<file path="src/design/gpi_pkg.sv">
// ----------------------------------------------------------------------------
// gpi_pkg
// Shared widths, register codes and structs of the gravity pair interaction
// pipeline.
// ----------------------------------------------------------------------------
`default_nettype none

package gpi_pkg;

	// port and field widths
	localparam int POS_W     = 32;
	localparam int MASS_W    = 32;
	localparam int CFG_W     = 32;
	localparam int CFG_IDX_W = 1;
	localparam int DV_W      = 48;

	// internal widths
	localparam int DIFF_W   = POS_W + 1;          // coordinate difference
	localparam int AD_W     = POS_W;              // magnitude of difference
	localparam int SQ_W     = 2 * AD_W;           // one squared axis
	localparam int R2_W     = SQ_W + 1;           // squared distance
	localparam int R2_PAD_W = R2_W + (R2_W % 2);  // even width for the root
	localparam int ROOT_W   = R2_PAD_W / 2;
	localparam int DP_W     = 32 + ROOT_W;        // distance partial product
	localparam int DEN_W    = R2_W + ROOT_W;      // r2 * distance
	localparam int GT_W     = 2 * CFG_W;          // gain * step
	localparam int MA_W     = MASS_W + AD_W;      // mass * difference
	localparam int NP_W     = 64;                 // 32x32 partial product
	localparam int NUM_W    = 128;                // numerator
	localparam int MAG_W    = DV_W - 1;
	localparam int Q_W      = MAG_W + 1;          // quotient bits incl. overflow bit

	localparam logic [MAG_W-1:0] MAG_MAX = {MAG_W{1'b1}};

	// pipeline depth
	localparam int SQRT_LAT = ROOT_W;
	localparam int DIV_LAT  = Q_W;
	localparam int LATENCY  = 4 + SQRT_LAT + 3 + DIV_LAT + 1;

	// configuration register indexes
	localparam logic [CFG_IDX_W-1:0] REG_GAIN = 1'b0;
	localparam logic [CFG_IDX_W-1:0] REG_STEP = 1'b1;

	localparam logic [CFG_W-1:0] GAIN_RESET = 32'h0001_0000;
	localparam logic [CFG_W-1:0] STEP_RESET = 32'h0001_0000;

	// control flags that ride along with each pair
	typedef struct packed {
		logic valid;
		logic tc;
		logic negx;
		logic negy;
	} ctl_t;

	// operands kept aside while the distance is formed
	typedef struct packed {
		logic [AD_W-1:0]   adx;
		logic [AD_W-1:0]   ady;
		logic [MASS_W-1:0] m1;
		logic [MASS_W-1:0] m2;
	} car_t;

endpackage

`default_nettype wire

</file>
<file path="src/design/gpi_isqrt.sv">
// ----------------------------------------------------------------------------
// gpi_isqrt
// Pipelined integer square root, one result bit per stage, floor result.
// ----------------------------------------------------------------------------
`default_nettype none

module gpi_isqrt #(
	parameter int IN_W = gpi_pkg::R2_PAD_W
) (
	input  wire logic              clk,
	input  wire logic [IN_W-1:0]   v,
	output logic      [IN_W/2-1:0] root
);
	localparam int ROOT_W = IN_W / 2;
	localparam int REM_W  = ROOT_W + 3;

	logic [REM_W-1:0]  rem_s  [ROOT_W];
	logic [ROOT_W-1:0] root_s [ROOT_W];
	logic [IN_W-1:0]   v_s    [ROOT_W];

	for (genvar k = 0; k < ROOT_W; k++) begin : g_step
		logic [REM_W-1:0]  rem_in;
		logic [ROOT_W-1:0] root_in;
		logic [IN_W-1:0]   v_in;
		logic [REM_W-1:0]  cand;
		logic [REM_W-1:0]  trial;

		if (k == 0) begin : g_first
			assign rem_in  = '0;
			assign root_in = '0;
			assign v_in    = v;
		end else begin : g_next
			assign rem_in  = rem_s[k-1];
			assign root_in = root_s[k-1];
			assign v_in    = v_s[k-1];
		end

		// bring down the next two bits, try root*4+1
		assign cand  = {rem_in[REM_W-3:0], v_in[IN_W-1 -: 2]};
		assign trial = {{(REM_W-ROOT_W-2){1'b0}}, root_in, 2'b01};

		always_ff @(posedge clk) begin
			if (cand >= trial) begin
				rem_s[k]  <= cand - trial;
				root_s[k] <= {root_in[ROOT_W-2:0], 1'b1};
			end else begin
				rem_s[k]  <= cand;
				root_s[k] <= {root_in[ROOT_W-2:0], 1'b0};
			end
			v_s[k] <= {v_in[IN_W-3:0], 2'b00};
		end
	end

	assign root = root_s[ROOT_W-1];

endmodule

`default_nettype wire

</file>
<file path="config.mk">
export PLATFORM = sky130hd
export DESIGN_NAME = gpi_isqrt
export DESIGN_NICKNAME = d
export VERILOG_FILES = /design/src/design/gpi_pkg.sv /design/src/design/gpi_isqrt.sv
export SDC_FILE = /design/constraint.sdc
export NUM_CORES = 2
export LEC_CHECK = 0
export BUFFER_PORTS_ARGS = -buffer_cell sky130_fd_sc_hd__buf_4
export CAP_MARGIN = 5
export CORE_ASPECT_RATIO = 0.8
export CORE_MARGIN = 2
export CORE_UTILIZATION = 51
export CTS_CLUSTER_SIZE = 14
export DETAILED_ROUTE_END_ITERATION = 7
export GPL_TIMING_DRIVEN = 0
export PLACE_DENSITY = 0.73
export SLEW_MARGIN = 20
export SYNTH_ARGS = -nofsm -noshare
export SYNTH_HDL_FRONTEND = slang
export SYNTH_MEMORY_MAX_BITS = 65536
export SYNTH_SLANG_ARGS = --single-unit
export TNS_END_PERCENT = 10
</file>
<file path="constraint.sdc">
create_clock -name clk -period 3.9 [get_ports clk]
set_input_delay 0.78 -clock clk [delete_from_list [all_inputs] [get_ports clk]]
set_output_delay 0.78 -clock clk [all_outputs]
set_load 0.1 [all_outputs]
</file>
==> run metrics <==
status finished, violations left; failing checks DRC; Max FO, Critical Path 10; Max Clock Skew 0.08123 ns; Final Cell Area 110,700 sq um; CP Launch Type register; footprint of the multi-input gates 41,060 sq um; min-delay src v[65]; Reg2Reg Launch Point root_s[20][0]; Clock transition at path regs 0.07 ns; H-tree depth 4; Reg power frac 48.8%; CTS tree built; worst hold endpoint root_s[0][0]; commonest cells after routing, fill and taps aside dfxtp_1 (2,654), inv_1 (738), a21oi_1 (662), nor2_1 (634), nand2_1 (619); first-pass GRT wire length 348.5 mm; nets 10,690; vias in the first global route 66,450; endpoint type of the worst setup path register; DRC 2; Pins Over Slew Limit 0; Rel. slew slack a little under two fifths; Worst-Skew Late Latency slightly below 0.9 ns; Hold WS between 0.08 and 0.09 ns; Rows 143; area share of the largest cell type after synthesis between 50% and 60%; Placement Cell Area 101,500 sq um; CTS root buf clkbuf_16; Clock power frac 33.7%; die width 492.9 microns; initial antenna violation count 3; R2R Path End rem_s[21][19]; WP data arrival 4.50 ns; synth unique cells 102; Initial Util 51.33%; most common cell after layout, fill and taps aside dfxtp_1; final setup margin 0.1011 ns; Place WS -0.7619 ns; switching share of total power 29.02%; GPL Wtd Cong roughly 0.9; fill cell count between 15,000 and 20,000; # IOs 100; GRT overflow 0; reg2reg path depth 12; Area growth syn-to-layout 13.50%; GRT Overall Usage 21.89%; initial DRC count 4,418; post-synthesis sequential area ratio approximately 54%; Power Dens Cells approximately 650 nW/um^2; Hold Crit Depth 2; final hold violation count 0; Peak supply drop about 0.00059 V; combinational power share approximately 18%; Netlist Area Pre-Place 97,530 sq um; Post-DP HPWL 163.3 mm; Slew @ Worst Pin 0.9367 ns; DRT antenna net count 0; total of max-cap violations 0; Final Critical Period 3.799 ns; layout cell share with drive strength beyond 1 under 10%; Crit Path Category register to register; cell count after synthesis around 9,600; number of synthesized register bits 2,654; Pint slightly above 50 mW; switching pwr 20.87 mW; CTS Buf Count 241; DRT Wirelength 218.6 mm; Port-buffer cells 99; ys async rst share 0%; hold crit path type input pin to register; total chip power just over 70 mW; via count 67,900; FMAX 0.2632 GHz; syn avg cell area roughly 10 sq um; Wirelength per Cell 17.16 microns; core area 190,000 sq um; Post-synth EDFFs 0; synth warn 0; endpoints failing setup 0; RSZ-0062 raised after global routing true; Synthesized Nets 10,280; Yosys top cell by area dfxtp_1; DRT Pass-1 Iters 8; dominant register cell in the synthesized netlist dfxtp_1; flop-to-flop setup slack 0.10 ns; Pleak roughly 52 nW; Synth area leaders dfxtp_1 (54%), ha_1 (7.6%), xnor2_1 (4.3%); Via density 5.329; utilization after layout 58.26%; CP Data Required Time 4.60 ns; CTS sink cnt around 2,700; Tcrit/Tclk final 97.41%; Die Y 395.1 microns; CTS Buffer Depth 3; pin count of the biggest net entering global routing 22; FF+latch area 53,130 sq um; area of the die 194,800 sq um
==> logic make-up (layout without fill, tap and decap cells) <==
| group | after synthesis | after routing | share of synthesized area (%) |
|---|---|---|---|
| adders and majority gates | 596 | 596 | 7.646 |
| and+or+nand+nor | 2450 | 2450 | 12.50 |
| xor gates and xnor gates | 889 | 889 | 7.983 |
| AOI/OAI and AO/OA | 1999 | 1999 | 12.72 |
| buffers and inverters | 940 | 1524 | 3.637 |
| other | 1 | 2 | 0.003845 |
| muxes | 91 | 91 | 1.040 |
| DFF | 2654 | 2654 | 54.47 |
==> repair_timing <==
action,CTS,global route
pin swaps,1,1
setup buffers,1,0
endpoints found under the setup margin,203,232
hold buffers,65,0
endpoints found under the hold margin,65,0
gates resized for setup,30,53
==> registers in the layout, indices dropped and copies added, names as in the netlist <==
name / count
root_s: 561
rem_s: 1037
v_s: 1056
==> synth_stat cells (29+ instances only) <==
| master | count |
|---|---|
| a211oi_1 | 49 |
| a21o_1 | 287 |
| a21oi_1 | 664 |
| a31oi_1 | 54 |
| and2_1 | 29 |
| and3_1 | 50 |
| clkbuf_1 | 172 |
| dfxtp_1 | 2654 |
| ha_1 | 596 |
| inv_1 | 738 |
| mux2_2 | 68 |
| nand2_1 | 619 |
| nand2b_1 | 118 |
| nand3_1 | 147 |
| nand3b_1 | 34 |
| nand4_1 | 118 |
| nor2_1 | 634 |
| nor2b_1 | 88 |
| nor3_1 | 204 |
| nor4_1 | 105 |
| o211ai_1 | 41 |
| o21a_1 | 92 |
| o21ai_0 | 430 |
| o21ai_1 | 45 |
| o21bai_1 | 61 |
| o31ai_1 | 37 |
| or2_2 | 36 |
| or3_1 | 96 |
| or4_1 | 52 |
| xnor2_1 | 480 |
| xor2_1 | 409 |
==> how the worst max path moves through the flow <==
stage,end,from,slack [ns],cells after the start
after global routing,rem_s[21][19],root_s[20][0],-0.04,12
after CTS,rem_s[27][31],root_s[26][0],0.003,12
after detailed placement,rem_s[28][22],root_s[27][0],-0.76,13
final,rem_s[21][19],root_s[20][0],0.10,12
after floorplan,rem_s[29][31],root_s[28][0],0.80,12
after global placement,rem_s[28][29],root_s[27][0],-0.72,13
==> worst max-delay path: stages (launching register included) <==
cell      delay (ns)
dfxtp_1         0.35
inv_1           0.07
ha_1            0.33
nor2b_1         0.15
o21ai_0         0.23
a21oi_1         0.12
a211o_1         0.39
a211o_1         0.40
a31oi_1         0.43
clkbuf_2        0.39
clkbuf_1        0.47
nand2_1         0.12
o21ai_0         0.16
==> power by group through the flow <==
| stage | clock network [mW] | logic, mW | registers (mW) |
|---|---|---|---|
| floorplan | 0 | 9.52 | 34.4 |
| global placement | 0 | 12.1 | 35.5 |
| detailed placement | 0 | 12.3 | 35.6 |
| CTS | 24.8 | 12.5 | 35.1 |
| global route | 25.9 | 14.1 | 35.5 |
| finish | 24.2 | 12.6 | 35.1 |
==> layout make-up <==
class                           instances  area share, %
Tap cell                             2537          2.867
Inverter                              743          2.519
Sequential cell                      2654          47.99
Multi-Input combinational cell       6026          37.09
Clock inverter                         90          1.345
Timing Repair Buffer                  165          1.266
Buffer                                196         0.7222
Antenna cell                            1       0.002260
Clock buffer                          330          6.194
==> per-stage QoR <==
step                      setup TNS, ns  instances
after global routing           -0.08962      12740
after floorplan                       0       9620
after global placement           -47.89      12260
final                                 0      12740
after CTS                             0      12740
after detailed placement         -51.17      12260
==> routing by layer <==
metal | part of all wire (%) | track usage [%] | vias up
li1 | - | - | 33750
met1 | 46 | 29.65 | 32010
met3 | 5.3 | 3.487 | 394
met5 | 0 | 0 | -
met2 | 46 | 36.30 | 1739
met4 | 2.4 | 5.768 | 0
(Power assumes the default switching activity.)
